`src/hdl/sos_pkg.sv`:
```
// shared constants and types for the slab order sizer
`timescale 1ns / 1ps

package sos_pkg;

    localparam int OBJ_W      = 24;
    localparam int ALIGN_W    = 17;
    localparam int ORDER_W    = 4;
    localparam int COUNT_W    = 8;
    localparam int CFG_IDX_W  = 2;
    localparam int CFG_DATA_W = 8;

    localparam int PAGE_SHIFT_BITS = 12;
    localparam int ORDER_LIMIT     = 11;
    localparam int PTR_BYTES       = 8;
    localparam int ALIGN_MIN       = 8;
    localparam int DEFAULT_COUNT   = 4;
    // log2 of one more than the largest object count per slab
    localparam int OBJ_LIMIT_LOG   = 15;

    localparam int FIT_ORDERS = 2 ** ORDER_W;
    localparam int LOG_W      = OBJ_W + COUNT_W;
    localparam int CLOG_W     = $clog2(LOG_W + 1);

    typedef enum logic [CFG_IDX_W-1:0] {
        REG_MIN_ORDER = 2'd0,
        REG_MAX_ORDER = 2'd1,
        REG_MIN_COUNT = 2'd2
    } cfg_reg_t;

    typedef struct packed {
        logic [FIT_ORDERS-1:0] f16;
        logic [FIT_ORDERS-1:0] f8;
        logic [FIT_ORDERS-1:0] f4;
    } fit_t;

    typedef struct packed {
        logic              done;
        logic [CLOG_W-1:0] bits;
    } clog_t;

endpackage

```
`src/hdl/sos_if.sv`:
```
// request, response and configuration channels of the slab order sizer
`timescale 1ns / 1ps

interface sos_req_if import sos_pkg::*; ();
    logic               valid;
    logic               ready;
    logic [OBJ_W-1:0]   object_bytes;
    logic [ALIGN_W-1:0] align_request;

    modport source (output valid, output object_bytes, output align_request, input ready);
    modport sink (input valid, input object_bytes, input align_request, output ready);
endinterface

interface sos_rsp_if import sos_pkg::*; ();
    logic               valid;
    logic               ready;
    logic [OBJ_W-1:0]   slot_bytes;
    logic [ORDER_W-1:0] page_order;
    logic               order_valid;

    modport source (output valid, output slot_bytes, output page_order, output order_valid,
                    input ready);
    modport sink (input valid, input slot_bytes, input page_order, input order_valid,
                  output ready);
endinterface

interface sos_cfg_if import sos_pkg::*; ();
    logic                  valid;
    logic                  ready;
    logic [CFG_IDX_W-1:0]  index;
    logic [CFG_DATA_W-1:0] data;

    modport source (output valid, output index, output data, input ready);
    modport sink (input valid, input index, input data, output ready);
endinterface

```
`src/hdl/sos_fit.sv`:
```
// serial remainder unit: leftover of each slab order, one quotient bit per cycle
`timescale 1ns / 1ps

module sos_fit import sos_pkg::*; (
    input  logic             clk,
    input  logic             rst_n,
    input  logic             start,
    input  logic [OBJ_W-1:0] size,
    output fit_t             fit,
    output logic             done
);

    localparam int T_FIRST = PAGE_SHIFT_BITS;
    localparam int T_LAST  = PAGE_SHIFT_BITS + FIT_ORDERS - 1;
    localparam int T_W     = $clog2(T_LAST + 1);
    localparam int CMP_W   = T_LAST + 2;

    logic [OBJ_W-1:0] r_reg, r_next;
    logic [T_W-1:0]   t_reg, t_next;
    logic             run_reg, run_next;
    logic             done_reg, done_next;
    fit_t             fit_reg, fit_next;

    logic [OBJ_W:0]     dbl;
    logic [OBJ_W:0]     red;
    logic [T_W-1:0]     ord_full;
    logic [ORDER_W-1:0] ord;
    logic [CMP_W-1:0]   r_wide;

    always_comb
    begin
        dbl      = {r_reg, 1'b0};
        red      = (dbl >= {1'b0, size}) ? dbl - {1'b0, size} : dbl;
        ord_full = t_reg - T_W'(T_FIRST);
        ord      = ord_full[ORDER_W-1:0];
        r_wide   = CMP_W'(r_reg);

        r_next    = r_reg;
        t_next    = t_reg;
        run_next  = run_reg;
        done_next = done_reg;
        fit_next  = fit_reg;

        if (start)
        begin
            r_next    = OBJ_W'(1);
            t_next    = '0;
            run_next  = 1'b1;
            done_next = 1'b0;
            fit_next  = '0;
        end
        else if (run_reg)
        begin
            // r holds 2^t mod size; slab of order t-12 has 2^t bytes
            if (t_reg >= T_W'(T_FIRST))
            begin
                fit_next.f16[ord] = r_wide <= (CMP_W'(1) << (t_reg - T_W'(4)));
                fit_next.f8[ord]  = r_wide <= (CMP_W'(1) << (t_reg - T_W'(3)));
                fit_next.f4[ord]  = r_wide <= (CMP_W'(1) << (t_reg - T_W'(2)));
            end
            r_next = red[OBJ_W-1:0];
            t_next = t_reg + T_W'(1);
            if (t_reg == T_W'(T_LAST))
            begin
                run_next  = 1'b0;
                done_next = 1'b1;
            end
        end
    end

    always_ff @(posedge clk or negedge rst_n)
    begin
        if (!rst_n)
        begin
            run_reg  <= 1'b0;
            done_reg <= 1'b0;
        end
        else
        begin
            run_reg  <= run_next;
            done_reg <= done_next;
        end
    end

    always_ff @(posedge clk)
    begin
        r_reg   <= r_next;
        t_reg   <= t_next;
        fit_reg <= fit_next;
    end

    assign fit  = fit_reg;
    assign done = done_reg;

endmodule

```
`src/hdl/sos_clog.sv`:
```
// bit-serial ceiling log2: shifts x-1 right until empty
`timescale 1ns / 1ps

module sos_clog import sos_pkg::*; (
    input  logic             clk,
    input  logic             rst_n,
    input  logic             start,
    input  logic [LOG_W-1:0] value,
    output clog_t            stat
);

    logic [LOG_W-1:0]  sh_reg, sh_next;
    logic [CLOG_W-1:0] cnt_reg, cnt_next;
    logic              run_reg, run_next;
    logic              done_reg, done_next;

    always_comb
    begin
        sh_next   = sh_reg;
        cnt_next  = cnt_reg;
        run_next  = run_reg;
        done_next = done_reg;

        if (start)
        begin
            sh_next   = value - LOG_W'(1);
            cnt_next  = '0;
            run_next  = 1'b1;
            done_next = 1'b0;
        end
        else if (run_reg)
        begin
            if (sh_reg == '0)
            begin
                run_next  = 1'b0;
                done_next = 1'b1;
            end
            else
            begin
                sh_next  = sh_reg >> 1;
                cnt_next = cnt_reg + CLOG_W'(1);
            end
        end
    end

    always_ff @(posedge clk or negedge rst_n)
    begin
        if (!rst_n)
        begin
            run_reg  <= 1'b0;
            done_reg <= 1'b0;
        end
        else
        begin
            run_reg  <= run_next;
            done_reg <= done_next;
        end
    end

    always_ff @(posedge clk)
    begin
        sh_reg  <= sh_next;
        cnt_reg <= cnt_next;
    end

    assign stat.done = done_reg;
    assign stat.bits = cnt_reg;

endmodule

```
`src/hdl/slab_order_sizer.sv`:
```
// slab order sizer top level: rounding, order search and channel handling
`timescale 1ns / 1ps

// req carries an object size and an alignment request; rsp returns the rounded
// slot size, the chosen slab page order and a found flag, one word per request.
// cfg writes min page order (index 0), max page order (1) and min object count (2);
// it is always ready; the user must write it only while no request is in flight, which
// the block does not enforce. req is taken only when the engine is idle, one at a time.
// a zero or oversize request goes from rounding straight to emit; otherwise the
// remainder sweep over the slab orders takes 28 steps, the two serial log shifters
// run beside it, then the order scan tries one candidate floor order at a time
// (up to 16).
// the engine takes no new request before its last result is in the output register.
// the result sits in an output register; while rsp is stalled the word holds and
// the engine may already take and work on the next request; that result then waits
// in the engine, with req not ready, until the output register frees.
// reset clears the engine, empties the output register and loads the register
// defaults: min order 0, max order 3, min object count 0 (meaning 4).
module slab_order_sizer import sos_pkg::*; (
    input  logic       clk,
    input  logic       rst_n,
    sos_req_if.sink    req,
    sos_rsp_if.source  rsp,
    sos_cfg_if.sink    cfg
);

    localparam int X_W       = OBJ_W + 1;
    localparam int A_W       = ALIGN_W + 1;
    localparam int E_W       = CLOG_W + 1;
    localparam int BIG_SHIFT = OBJ_LIMIT_LOG - PAGE_SHIFT_BITS;
    localparam int G_OFFSET  = OBJ_LIMIT_LOG - PAGE_SHIFT_BITS - 1;

    typedef enum logic [7:0] {
        ST_IDLE   = 8'b0000_0001,
        ST_ROUND  = 8'b0000_0010,
        ST_PREP   = 8'b0000_0100,
        ST_LAUNCH = 8'b0000_1000,
        ST_RUN    = 8'b0001_0000,
        ST_EVAL   = 8'b0010_0000,
        ST_SCAN   = 8'b0100_0000,
        ST_EMIT   = 8'b1000_0000
    } state_t;

    function automatic logic [ORDER_W-1:0] lowest_set(input logic [FIT_ORDERS-1:0] v);
        logic [ORDER_W-1:0] idx;
        idx = '0;
        for (int i = FIT_ORDERS - 1; i >= 0; i--)
        begin
            if (v[i])
                idx = ORDER_W'(i);
        end
        return idx;
    endfunction

    function automatic logic [E_W-1:0] order_of(input logic [E_W-1:0] cl);
        return (cl > E_W'(PAGE_SHIFT_BITS)) ? cl - E_W'(PAGE_SHIFT_BITS) : '0;
    endfunction

    function automatic logic [E_W-1:0] max_e(input logic [E_W-1:0] a, input logic [E_W-1:0] b);
        return (a > b) ? a : b;
    endfunction

    function automatic logic [E_W-1:0] min_e(input logic [E_W-1:0] a, input logic [E_W-1:0] b);
        return (a < b) ? a : b;
    endfunction

    state_t              state_reg, state_next;
    logic [ORDER_W-1:0]  min_order_reg, max_order_reg;
    logic [COUNT_W-1:0]  min_count_reg;
    logic [X_W-1:0]      x_reg, x_next;
    logic [A_W-1:0]      a_reg, a_next;
    logic [OBJ_W-1:0]    size_reg, size_next;
    logic [LOG_W-1:0]    prod_reg, prod_next;
    logic [ORDER_W-1:0]  l_reg, l_next;
    logic [ORDER_W-1:0]  llo_reg, llo_next;
    logic [ORDER_W-1:0]  lower1_reg, lower1_next;
    logic                fb_valid_reg, fb_valid_next;
    logic [ORDER_W-1:0]  res_order_reg, res_order_next;
    logic                res_valid_reg, res_valid_next;
    logic                rsp_valid_reg, rsp_valid_next;
    logic [OBJ_W-1:0]    rsp_slot_reg, rsp_slot_next;
    logic [ORDER_W-1:0]  rsp_order_reg, rsp_order_next;
    logic                rsp_ok_reg, rsp_ok_next;

    logic [ALIGN_W-1:0]    a_floor;
    logic [X_W-1:0]        x_round;
    logic [A_W-1:0]        a_round;
    logic [A_W-1:0]        a_m1;
    logic [X_W-1:0]        size_full;
    logic [COUNT_W-1:0]    ceff;
    logic                  unit_start;
    fit_t                  fit;
    logic                  fit_done;
    clog_t                 clog_s, clog_c;
    logic [E_W-1:0]        cl_s, cl_s1, cl_c, g_e;
    logic [E_W-1:0]        mpo_e, maxpo_e;
    logic [E_W-1:0]        lhi_e, llo_e, low1_e;
    logic                  big, multi, big_ok, fb_ok;
    logic [FIT_ORDERS-1:0] range, h16, h8, h4;

    sos_fit u_fit (
        .clk   (clk),
        .rst_n (rst_n),
        .start (unit_start),
        .size  (size_reg),
        .fit   (fit),
        .done  (fit_done)
    );

    sos_clog u_clog_size (
        .clk   (clk),
        .rst_n (rst_n),
        .start (unit_start),
        .value (LOG_W'(size_reg)),
        .stat  (clog_s)
    );

    sos_clog u_clog_count (
        .clk   (clk),
        .rst_n (rst_n),
        .start (unit_start),
        .value (prod_reg),
        .stat  (clog_c)
    );

    assign req.ready  = (state_reg == ST_IDLE);
    assign cfg.ready  = 1'b1;
    assign unit_start = (state_reg == ST_LAUNCH);

    assign rsp.valid       = rsp_valid_reg;
    assign rsp.slot_bytes  = rsp_slot_reg;
    assign rsp.page_order  = rsp_order_reg;
    assign rsp.order_valid = rsp_ok_reg;

    always_comb
    begin
        // input rounding
        a_floor   = (req.align_request < ALIGN_W'(ALIGN_MIN)) ? ALIGN_W'(ALIGN_MIN)
                                                              : req.align_request;
        x_round   = (X_W'(req.object_bytes) + X_W'(PTR_BYTES - 1)) & ~X_W'(PTR_BYTES - 1);
        a_round   = (A_W'(a_floor) + A_W'(PTR_BYTES - 1)) & ~A_W'(PTR_BYTES - 1);
        a_m1      = a_reg - A_W'(1);
        size_full = (x_reg + X_W'(a_m1)) & ~X_W'(a_m1);
        ceff      = (min_count_reg == '0) ? COUNT_W'(DEFAULT_COUNT) : min_count_reg;

        // order bounds from the log results
        cl_s    = E_W'(clog_s.bits);
        cl_s1   = cl_s + E_W'(1);
        cl_c    = E_W'(clog_c.bits);
        g_e     = cl_s + E_W'(G_OFFSET);
        mpo_e   = E_W'(min_order_reg);
        maxpo_e = E_W'(max_order_reg);
        big     = (min_order_reg >= ORDER_W'(BIG_SHIFT))
                  && (size_reg <= (OBJ_W'(1) << (min_order_reg - ORDER_W'(BIG_SHIFT))));
        multi   = (ceff >= COUNT_W'(2)) && (cl_s1 <= E_W'(PAGE_SHIFT_BITS) + maxpo_e);
        lhi_e   = max_e(mpo_e, min_e(order_of(cl_c), maxpo_e));
        llo_e   = max_e(mpo_e, order_of(cl_s1));
        low1_e  = max_e(mpo_e, order_of(cl_s));
        big_ok  = (g_e <= maxpo_e) || (g_e < E_W'(ORDER_LIMIT));
        fb_ok   = (low1_e <= maxpo_e) || (low1_e < E_W'(ORDER_LIMIT));

        // candidate orders between the floor and max order
        range = ({FIT_ORDERS{1'b1}} << l_reg)
                & ({FIT_ORDERS{1'b1}} >> (ORDER_W'(FIT_ORDERS - 1) - max_order_reg));
        h16   = fit.f16 & range;
        h8    = fit.f8 & range;
        h4    = fit.f4 & range;

        state_next     = state_reg;
        x_next         = x_reg;
        a_next         = a_reg;
        size_next      = size_reg;
        prod_next      = prod_reg;
        l_next         = l_reg;
        llo_next       = llo_reg;
        lower1_next    = lower1_reg;
        fb_valid_next  = fb_valid_reg;
        res_order_next = res_order_reg;
        res_valid_next = res_valid_reg;
        rsp_valid_next = rsp_valid_reg && !rsp.ready;
        rsp_slot_next  = rsp_slot_reg;
        rsp_order_next = rsp_order_reg;
        rsp_ok_next    = rsp_ok_reg;

        unique case (state_reg)
            ST_IDLE:
            begin
                if (req.valid)
                begin
                    x_next     = x_round;
                    a_next     = a_round;
                    state_next = ST_ROUND;
                end
            end
            ST_ROUND:
            begin
                res_order_next = '0;
                res_valid_next = 1'b0;
                if (size_full[OBJ_W])
                begin
                    size_next  = '1;
                    state_next = ST_EMIT;
                end
                else
                begin
                    size_next  = size_full[OBJ_W-1:0];
                    state_next = (size_full == '0) ? ST_EMIT : ST_PREP;
                end
            end
            ST_PREP:
            begin
                prod_next  = LOG_W'(ceff) * LOG_W'(size_reg);
                state_next = ST_LAUNCH;
            end
            ST_LAUNCH:
            begin
                state_next = ST_RUN;
            end
            ST_RUN:
            begin
                if (fit_done && clog_s.done && clog_c.done)
                    state_next = ST_EVAL;
            end
            ST_EVAL:
            begin
                lower1_next   = low1_e[ORDER_W-1:0];
                fb_valid_next = fb_ok;
                l_next        = lhi_e[ORDER_W-1:0];
                llo_next      = llo_e[ORDER_W-1:0];
                priority if (big)
                begin
                    // object count cap: every trial gives the same order
                    res_order_next = big_ok ? g_e[ORDER_W-1:0] : '0;
                    res_valid_next = big_ok;
                    state_next     = ST_EMIT;
                end
                else if (multi)
                begin
                    state_next = ST_SCAN;
                end
                else
                begin
                    res_order_next = fb_ok ? low1_e[ORDER_W-1:0] : '0;
                    res_valid_next = fb_ok;
                    state_next     = ST_EMIT;
                end
            end
            ST_SCAN:
            begin
                priority if (h4 != '0)
                begin
                    priority if (h16 != '0)
                        res_order_next = lowest_set(h16);
                    else if (h8 != '0)
                        res_order_next = lowest_set(h8);
                    else
                        res_order_next = lowest_set(h4);
                    res_valid_next = 1'b1;
                    state_next     = ST_EMIT;
                end
                else if (l_reg == llo_reg)
                begin
                    res_order_next = fb_valid_reg ? lower1_reg : '0;
                    res_valid_next = fb_valid_reg;
                    state_next     = ST_EMIT;
                end
                else
                begin
                    l_next = l_reg - ORDER_W'(1);
                end
            end
            ST_EMIT:
            begin
                if (!rsp_valid_reg || rsp.ready)
                begin
                    rsp_valid_next = 1'b1;
                    rsp_slot_next  = size_reg;
                    rsp_order_next = res_order_reg;
                    rsp_ok_next    = res_valid_reg;
                    state_next     = ST_IDLE;
                end
            end
            default:
            begin
                state_next = ST_IDLE;
            end
        endcase
    end

    always_ff @(posedge clk or negedge rst_n)
    begin
        if (!rst_n)
        begin
            state_reg     <= ST_IDLE;
            rsp_valid_reg <= 1'b0;
            min_order_reg <= ORDER_W'(0);
            max_order_reg <= ORDER_W'(3);
            min_count_reg <= COUNT_W'(0);
        end
        else
        begin
            state_reg     <= state_next;
            rsp_valid_reg <= rsp_valid_next;
            if (cfg.valid)
            begin
                unique case (cfg.index)
                    REG_MIN_ORDER: min_order_reg <= cfg.data[ORDER_W-1:0];
                    REG_MAX_ORDER: max_order_reg <= cfg.data[ORDER_W-1:0];
                    REG_MIN_COUNT: min_count_reg <= cfg.data[COUNT_W-1:0];
                    default:
                    begin
                    end
                endcase
            end
        end
    end

    always_ff @(posedge clk)
    begin
        x_reg         <= x_next;
        a_reg         <= a_next;
        size_reg      <= size_next;
        prod_reg      <= prod_next;
        l_reg         <= l_next;
        llo_reg       <= llo_next;
        lower1_reg    <= lower1_next;
        fb_valid_reg  <= fb_valid_next;
        res_order_reg <= res_order_next;
        res_valid_reg <= res_valid_next;
        rsp_slot_reg  <= rsp_slot_next;
        rsp_order_reg <= rsp_order_next;
        rsp_ok_reg    <= rsp_ok_next;
    end

endmodule

```
`src/flat_wrapper.sv`:
```
// flat-port wrapper written by rule: the top's interface ports become plain ports
module slab_order_sizer_flat import sos_pkg::*;
  (clk, rst_n, req_valid, req_object_bytes, req_align_request, req_ready, rsp_valid, rsp_slot_bytes, rsp_page_order, rsp_order_valid, rsp_ready, cfg_valid, cfg_index, cfg_data, cfg_ready);
  sos_req_if req_i ();
  sos_rsp_if rsp_i ();
  sos_cfg_if cfg_i ();
  input  logic clk;
  input  logic rst_n;
  input wire logic [$bits(req_i.valid)-1:0] req_valid;
  input wire logic [$bits(req_i.object_bytes)-1:0] req_object_bytes;
  input wire logic [$bits(req_i.align_request)-1:0] req_align_request;
  output wire logic [$bits(req_i.ready)-1:0] req_ready;
  output wire logic [$bits(rsp_i.valid)-1:0] rsp_valid;
  output wire logic [$bits(rsp_i.slot_bytes)-1:0] rsp_slot_bytes;
  output wire logic [$bits(rsp_i.page_order)-1:0] rsp_page_order;
  output wire logic [$bits(rsp_i.order_valid)-1:0] rsp_order_valid;
  input wire logic [$bits(rsp_i.ready)-1:0] rsp_ready;
  input wire logic [$bits(cfg_i.valid)-1:0] cfg_valid;
  input wire logic [$bits(cfg_i.index)-1:0] cfg_index;
  input wire logic [$bits(cfg_i.data)-1:0] cfg_data;
  output wire logic [$bits(cfg_i.ready)-1:0] cfg_ready;
  assign req_i.valid = req_valid;
  assign req_i.object_bytes = req_object_bytes;
  assign req_i.align_request = req_align_request;
  assign req_ready = req_i.ready;
  assign rsp_valid = rsp_i.valid;
  assign rsp_slot_bytes = rsp_i.slot_bytes;
  assign rsp_page_order = rsp_i.page_order;
  assign rsp_order_valid = rsp_i.order_valid;
  assign rsp_i.ready = rsp_ready;
  assign cfg_i.valid = cfg_valid;
  assign cfg_i.index = cfg_index;
  assign cfg_i.data = cfg_data;
  assign cfg_ready = cfg_i.ready;
  slab_order_sizer u_core (.clk(clk), .rst_n(rst_n), .req(req_i), .rsp(rsp_i), .cfg(cfg_i));
endmodule
```
`config.mk`:
```
export PLATFORM = sky130hd
export DESIGN_NAME = slab_order_sizer_flat
export DESIGN_NICKNAME = d
export VERILOG_FILES = /design/src/hdl/sos_pkg.sv /design/src/hdl/sos_if.sv /design/src/hdl/sos_fit.sv /design/src/hdl/sos_clog.sv /design/src/hdl/slab_order_sizer.sv /design/src/flat_wrapper.sv
export SDC_FILE = /design/constraint.sdc
export NUM_CORES = 1
export LEC_CHECK = 0
export BUFFER_PORTS_ARGS = -buffer_cell sky130_fd_sc_hd__buf_4
export CORE_UTILIZATION = 60
export DETAILED_ROUTE_END_ITERATION = 8
export GPL_TIMING_DRIVEN = 0
export PLACE_DENSITY = 0.77
export SLEW_MARGIN = 30
export SYNTH_ARGS = -nofsm -noshare
export SYNTH_HDL_FRONTEND = slang
export SYNTH_SLANG_ARGS = --single-unit
```
`constraint.sdc`:
```
create_clock -name clk -period 7.5 [get_ports clk]
set_input_delay 0.375 -clock clk [delete_from_list [all_inputs] [get_ports clk]]
set_output_delay 0.375 -clock clk [all_outputs]
set_load 0.005 [all_outputs]
```
==> Word level (Yosys, flattened, before mapping) <==
Cells that the tools add are included.
{ "word_totals": {"ff_bits": 324, "input_bits": 56, "output_inout_bits": 32} }
{ "classes": {"n_addsub": 23, "mul": 1, "order_cmp": 23, "n_eq_ne": 21, "shift": 6, "muxes": 117, "n_bitwise": 8, "n_reduce_logical": 43} }
{ "op_table": {"columns": ["operator", "count"], "rows": [
  ["2-to-1 mux 4 bit", 61],
  ["2-to-1 mux 32 bit", 6],
  ["<= comparator 24 x 29 -> 1 bit", 3],
  ["left shift 1 x 5 -> 29 bit (first input constant)", 3],
  ["2-to-1 mux 8 bit", 10],
  ["bitwise AND 16 bit", 4],
  ["zero test 32 bit", 2],
  ["one-hot mux 8 bit (8 select lines)", 1],
  ["bitwise mux 16 bit", 3],
  ["nonzero test 16 bit", 3],
  ["2-to-1 mux 7 bit", 5],
  ["multiplier 8 x 24 -> 32 bit", 1],
  ["subtractor 32 x 1 -> 32 bit (second input constant)", 1],
  ["AND reduction 2 bit", 13],
  ["adder 24 x 3 -> 25 bit (second input constant)", 1],
  ["adder 25 x 18 -> 25 bit", 1],
  ["bitwise AND 25 bit", 1],
  ["greater-or-equal comparator 25 x 24 -> 1 bit", 1],
  ["zero test 25 bit", 1],
  ["2-to-1 mux 1 bit", 25],
  ["inverter 18 -> 25 bit", 1],
  ["subtractor 24 x 1 -> 25 bit (second input constant)", 1],
  ["<= comparator 24 bit", 1],
  ["2-to-1 mux 24 bit", 1],
  ["other kinds (63)", 92]
]} }

==> Depth between registers and ports, before layout <==
Gate-level depths: netlist (run 1).
{ "depth": {"depth_word": 24, "ltp_mapped": 24, "ltp_nobuf": 23} }

==> Cells and area by module <==
A second synthesis (run 1) with hierarchy kept.
{ "unflattened": {"hier_cells": 2977, "hier_area_um2": 27337.5} }
{ "modules_own_cells": {"columns": ["module", "n_inst", "cells_per_inst", "area_per_inst_um2", "seq_area_each_um2"], "rows": [
  ["slab_order_sizer", 1, 1640, 15919.0, 4713.3],
  ["sos_fit", 1, 871, 6846.6, 1591.5],
  ["sos_clog", 2, 233, 2285.9, 1131.1]
]} }

==> Worst setup path before layout (run 1) <==
OpenSTA, ideal clock, no wires.
{ "synth_path": {"kind": "register to register", "start": "reg u_core.min_count_reg[1]", "end": "reg u_core.prod_reg[29] (data pin)", "setup_time_ps": 258, "arrival_time_ps": 5515, "t_required_ps": 7242, "slack_ps": 1727, "stages_incl_launch_ff": 22, "n_path_buf": 1, "period_less_slack_ps": 5773, "path_cell_list": "dfrtp_1 nor4_1 nand2_1 o21bai_1 clkbuf_1 nand2_1 fa_1 inv_1 fa_1 fa_1 fa_1 ha_1 a21o_1 a21o_1 a21o_1 a2111oi_2 a21oi_1 o41a_1 a21oi_2 o21bai_1 a21oi_1 xnor2_1"} }
{ "synth_via": {"elab_chain_cells": 3} }
{ "synth_rtl": {"columns": ["item", "line", "rtl"], "rows": [
  ["start: declaration", "slab_order_sizer.sv:69", "logic [COUNT_W-1:0] min_count_reg;"],
  ["start signal: assignment", "slab_order_sizer.sv:309", "REG_MIN_COUNT: min_count_reg <= cfg.data[COUNT_W-1:0];"],
  ["zero test 8 bit", "slab_order_sizer.sv:144", "ceff = (min_count_reg == '0) ? COUNT_W'(DEFAULT_COUNT) : min_count_reg;"],
  ["2-to-1 mux 8 bit *", "slab_order_sizer.sv:144", null],
  ["multiplier 8 x 24 -> 32 bit *", "slab_order_sizer.sv:212", "prod_next = LOG_W'(ceff) * LOG_W'(size_reg);"],
  ["end signal: assignment", "slab_order_sizer.sv:323", "prod_reg <= prod_next;"],
  ["end: declaration", "slab_order_sizer.sv:73", "logic [LOG_W-1:0] prod_reg, prod_next;"]
]} }
Mark *: on every way between the ends. The rest lies on a longest branch, timed or not.
A chain may end at the register's enable or synchronous reset.

==> Worst setup path after layout (run 1) <==
{ "layout_path": {"start": "reg u_core.min_count_reg[3]", "end": "reg u_core.prod_reg[29] (data pin)"} }
Same word-level chain as after synthesis.

==> flow_summary.json, run 1 <==
{
  "outcome": "finished clean",
  "final_nets": 3472,
  "cts_resized": 0,
  "avgSynthCellArea_um2": 9.17,
  "path_clk_slew_ns": 0.06,
  "drcViolationCount": 0,
  "rsz0062_at_grt": "false",
  "ant_nets": 0,
  "viasPerCell": 6.15,
  "period_needed_ns": 7.28,
  "io_buffers": 86,
  "cap_violations": 0,
  "critPathRequiredTime_ns": 7.81,
  "gr-total-overflow": 0,
  "fin_worst_skew_ns": 0.0165,
  "synth_nets": 3339,
  "synth_async_sr_flop_share": 0.0969,
  "fmax_mhz": 137,
  "numCtsBuffers": 36,
  "grt_usage": 0.327,
  "synth_edf_count": 200,
  "finalMaxSlewViolations": 0,
  "p_per_area_nw_per_um2": 532,
  "synth_seq_cells": 320,
  "htree_levels": 2,
  "setup_violations": 0,
  "cts_root_buf": "clkbuf_16",
  "clock-sinks": 320,
  "hold_violations": 0,
  "synth_warnings": 0,
  "cp_num_cells": 23,
  "clock_latency_ns": 0.56,
  "num_rows": 76,
  "largest_reg_flops": 48,
  "crit_path_start_kind": "flop",
  "syn-cell-area_um2": 26600,
  "core_um2": 43500,
  "areaGrowthSynthToFinish_pct": 10.3,
  "slowest_stage": "o21bai_1",
  "ys_types": 92,
  "cp_common_cell": "fa_1",
  "r2r_cells": 23,
  "syn_inst": 2906,
  "crit_type": "flop to flop",
  "drive_above_1_share": 0.0763,
  "die-area_um2": 45200,
  "cp_top_family": "compound AO/OA/AOI/OAI gates",
  "path_cells": "nor4_1, nand2_1, o21bai_1, clkbuf_1, nand2_1, fa_1, inv_1, fa_1, fa_1, inv_1, fa_1, inv_1, ha_1, o21a_1, nor2_1, a31oi_1, a41oi_1, a31oi_1, o41a_1, a21oi_2, o21bai_1, a21oi_1, xnor2_1",
  "start_util": 0.613,
  "first_global_vias": 22165,
  "period_share": 0.970,
  "hold_path_depth": 2,
  "peakVddDrop_mv": 1.10,
  "grt_antenna_before_repair": 0,
  "drtIter0Drc": 2086,
  "yosys-top-cells-area": "edfxtp_1, ha_1, fa_1",
  "die_w_um": 213,
  "grt_max_degree": 33,
  "crit_path_end_kind": "flop",
  "vias": 22431,
  "hpwlAfterDp_um": 56300,
  "post-synth-top-area-cell": "edfxtp_1",
  "cts_tree": "yes",
  "fp.dieH_um": 213,
  "path_buf_inv": 4,
  "synth_ff_type": "edfxtp_1",
  "layout_commonest_cell": "nand2_1",
  "total_power_mw": 15.6,
  "wirelength_um": 73100,
  "worstMarginPinSlew_ns": 1.03,
  "wl_per_cell_um": 20.0,
  "grt_pass1_wl_um": 115000,
  "cp_data_arrival_time_ns": 7.58,
  "p_leak_nw": 12.4,
  "gp_congestion": 0.954,
  "critPathMaxStageDelay_ns": 0.77,
  "ys_seq_area_frac": 0.322,
  "critPathMaxFanout": 10,
  "diodes": 0,
  "layout_common_cells": "nand2_1, ha_1, inv_1",
  "firstDrtPassIters": 5,
  "tns_ns": 0,
  "hp-class": "primary input to flop",
  "relSlewSlack": 0.310,
  "cts_buffer_depth": 3,
  "ios": 88,
  "synth_top_area_frac": 0.225
}
[worst paths after layout]
check,from,endpoint,slack [ns]
setup / recovery,u_core.min_count_reg[3],u_core.prod_reg[29],0.22
hold / removal,cfg_data[4],u_core.min_count_reg[4],0.05
setup reg to reg,u_core.min_count_reg[3],u_core.prod_reg[29],0.22
hold reg to reg,u_core.res_order_reg[2],u_core.rsp.page_order[2],0.43
max in group asynchronous,rst_n,u_core.state_reg[0],6.79
min in group asynchronous,rst_n,u_core.min_order_reg[3],0.33
[cell type report]
type / count / area (um^2)
inverters: 211 / 792
clock inverters: 17 / 178
flip-flops and latches: 320 / 8570
multi-input cells: 2252 / 16900
plain buffers: 123 / 489
fillers: 3503 / 14100
clock buffers: 47 / 1030
repair buffers: 95 / 736
well taps: 585 / 732
[report_power, final]
group | internal (mW) | switching, mW
clock | 1.07 | 0.757
combinational | 4.36 | 5.98
sequential | 2.85 | 0.598
[cells by family (layout without fill, tap and decap cells)]
kind of cell	Yosys count	count (layout)	share of synthesized area
AOI/OAI and AO/OA	625	625	0.146
xor gates and xnor gates	174	174	0.0575
adders and majority gates	377	377	0.215
buffers and inverters	334	493	0.0481
DFF	320	320	0.322
muxes	38	38	0.0150
other	1	1	0.000141
and+or+nand+nor	1037	1037	0.198
[synth_stat cells, types with 9 or more instances]
| master | number |
|---|---|
| nand4_1 | 55 |
| dfxtp_1 | 89 |
| and2_1 | 136 |
| o21a_1 | 31 |
| nor2b_1 | 44 |
| a21oi_1 | 189 |
| o211ai_1 | 15 |
| nor4_1 | 39 |
| a31oi_1 | 28 |
| clkbuf_1 | 106 |
| ha_1 | 244 |
| inv_1 | 210 |
| nor3b_1 | 12 |
| a211oi_1 | 13 |
| or3_1 | 10 |
| a21o_1 | 46 |
| dfrtp_1 | 28 |
| edfxtp_1 | 200 |
| nand2_1 | 315 |
| nand2b_1 | 43 |
| nor2_1 | 138 |
| xor2_1 | 51 |
| mux2i_1 | 23 |
| o21bai_1 | 9 |
| nand3b_1 | 11 |
| o21ai_0 | 196 |
| fa_1 | 133 |
| nor3_1 | 51 |
| mux2_2 | 15 |
| and3_1 | 32 |
| xnor2_1 | 122 |
| nand3_1 | 119 |
| buf_2 | 10 |
[per-layer routing]
layer  part of all wire  GRT usage  wire length [um]  vias to the layer above
met2               0.48      0.549             34900                      911
met3              0.070     0.0527              5140                      224
li1                   -          -                 -                    10511
met1               0.40      0.406             29200                    10785
met5                  0          0                 0                        -
met4              0.053      0.168              3850                        0
[metrics by stage]
step | cell area, um^2 | hold slack [ns] | std cells | util | worst slack [ns]
finish | 29400 | 0.0534 | 3650 | 0.676 | 0.224
global route | 29400 | 0.0526 | 3650 | 0.676 | 0.0111
CTS | 29400 | 0.0360 | 3650 | 0.676 | 0.402
detailed placement | 28100 | 0.363 | 3585 | 0.648 | 0.442
global placement | 28000 | 0.353 | 3577 | 0.645 | 0.570
floorplan | 26600 | 0.0794 | 2906 | - | 1.73
[timing repair]
action,in CTS,in global routing
buffers inserted,0,0
hold buffers,1,0
hold endpoints to repair,28,0
endpoints found under the setup margin,0,0
Note: power is estimated with default switching activity, not from simulation.
==> run 2, diff against run 1 <==
GPL_ROUTABILITY_DRIVEN = 1   (was default)
RECOVER_POWER = 100   (was default)
==> flow_summary.json, run 2 (same netlist as run 1, synthesis figures left out) <==
{
  "io_buffers": 86,
  "fp.dieH_um": 213,
  "rsz0062_at_grt": "false",
  "finalMaxSlewViolations": 98,
  "hpwlAfterDp_um": 56300,
  "viasPerCell": 6.14,
  "outcome": "finished, violations left",
  "pre_cts_ws_ns": 0.442,
  "placed_cell_area_um2": 28100,
  "power_frac_seq": 0.222,
  "gr-total-overflow": 0,
  "num_rows": 76,
  "p_leak_nw": 12.3,
  "grt_max_degree": 33,
  "cp_data_arrival_time_ns": 7.53,
  "tns_ns": 0,
  "postCtsSetupRepairBufs": 0,
  "core_um2": 43500,
  "wl_per_cell_um": 20.0,
  "cts_tree": "yes",
  "clock_latency_ns": 0.56,
  "critPathMaxFanout": 10,
  "clkPwrFrac": 0.118,
  "finalInstanceArea_um2": 29200,
  "ios": 88,
  "crit_path_start_kind": "flop",
  "peakVddDrop_mv": 1.10,
  "fin_ws_ns": 0.276,
  "die_w_um": 213,
  "n_fill_cell": 3533,
  "grt_usage": 0.327,
  "period_needed_ns": 7.22,
  "diodes": 0,
  "die-area_um2": 45200,
  "wirelength_um": 73200,
  "regArea_um2": 8570,
  "p_per_area_nw_per_um2": 533,
  "path_clk_slew_ns": 0.06,
  "hp-class": "primary input to flop",
  "layout_commonest_cell": "nand2_1",
  "multiInputGateArea_um2": 16800,
  "vias": 22420,
  "fin_worst_skew_ns": 0.0172,
  "switching_share": 0.469,
  "crit_type": "flop to flop",
  "layout_common_cells": "nand2_1, ha_1, inv_1",
  "numCtsBuffers": 36,
  "cap_violations": 3,
  "fmax_mhz": 138,
  "total_power_mw": 15.6,
  "power_switching_mw": 7.31,
  "setup_violations": 0,
  "grt_antenna_before_repair": 0,
  "holdWs_ns": 0.0507,
  "firstDrtPassIters": 6,
  "crit_path_end_kind": "flop",
  "worstMarginPinSlew_ns": 2.34,
  "grt_pass1_wl_um": 115000,
  "largest_reg_flops": 48,
  "gp_congestion": 0.954,
  "cts_buffer_depth": 3,
  "drtIter0Drc": 1964,
  "pwr-share-comb": 0.660,
  "relSlewSlack": -0.563,
  "internal_power_mw": 8.26,
  "drcViolationCount": 0,
  "htree_levels": 2,
  "start_util": 0.613,
  "clock-sinks": 320,
  "hold_violations": 0,
  "failed_checks": "max-capacitance violations, max-slew violations",
  "drive_above_1_share": 0.0630,
  "first_global_vias": 22165,
  "final_nets": 3472,
  "ant_nets": 0,
  "areaGrowthSynthToFinish_pct": 9.59,
  "critPathRequiredTime_ns": 7.81,
  "period_share": 0.963,
  "cts_root_buf": "clkbuf_16"
}
## run 2: path summary, 6_finish.rpt
kind / from / endpoint / slack [ns] / cells past startpoint
setup reg to reg: u_core.min_count_reg[3] / u_core.prod_reg[29] / 0.28 / 23
min in group asynchronous: rst_n / u_core.min_order_reg[3] / 0.96 / 2
hold reg to reg: u_core.res_order_reg[2] / u_core.rsp.page_order[2] / 0.43 / 0
max in group asynchronous: rst_n / u_core.u_clog_size.run_reg / 5.35 / 2
hold / removal: cfg_data[7] / u_core.min_count_reg[7] / 0.05 / 2
setup / recovery: u_core.min_count_reg[3] / u_core.prod_reg[29] / 0.28 / 23
## run 2: per-layer routing
layer,up-vias,global-route usage,share of wire
li1,10504,-,-
met1,10821,0.406,0.40
met2,884,0.549,0.48
met3,211,0.0527,0.070
met4,0,0.168,0.051
met5,-,0,0
## run 2: worst max-delay path, stage by stage, from the launching register on
cell      delay, ns
dfrtp_1        0.53
nor4_1         0.33
nand2_1        0.19
o21bai_1       0.74
clkbuf_1       0.47
nand2_1        0.14
fa_1           0.52
inv_1          0.05
fa_1           0.46
fa_1           0.55
inv_1          0.06
fa_1           0.53
inv_1          0.04
ha_1           0.33
o21a_1         0.20
nor2_1         0.09
a31oi_1        0.09
a41oi_1        0.48
a31oi_1        0.21
o41a_1         0.39
a21oi_2        0.18
o21bai_1       0.08
a21oi_1        0.20
xnor2_1        0.08
## run 2: stage by stage
step / cells / util
6_report: 3650 / 0.672
2_1_floorplan: 2906 / -
3_3_place_gp: 3577 / 0.645
5_1_grt: 3650 / 0.672
4_1_cts: 3650 / 0.676
3_5_place_dp: 3585 / 0.648
## run 2: power by group through the flow
stage | clock network (mW) | registers [mW] | logic, mW
after floorplan | 0 | 3.18 | 8.00
after global placement | 0 | 3.44 | 9.83
after detailed placement | 0 | 3.45 | 10.2
after CTS | 1.85 | 3.42 | 10.3
after global routing | 1.90 | 3.49 | 11.6
final | 1.83 | 3.45 | 10.3
## run 2: area by class of cell
| class | instances | share of cell area |
|---|---|---|
| plain buffers | 123 | 0.0164 |
| well taps | 585 | 0.0251 |
| inverters | 211 | 0.0271 |
| multi-input cells | 2252 | 0.574 |
| repair buffers | 95 | 0.0230 |
| clock inverters | 17 | 0.00609 |
| clock buffers | 47 | 0.0351 |
| flip-flops and latches | 320 | 0.293 |
## run 2: repair_timing
item,CTS,global route
endpoints found under the setup margin,0,0
hold buffers,1,0
gates resized for setup,0,0
endpoints found under the hold margin,28,0
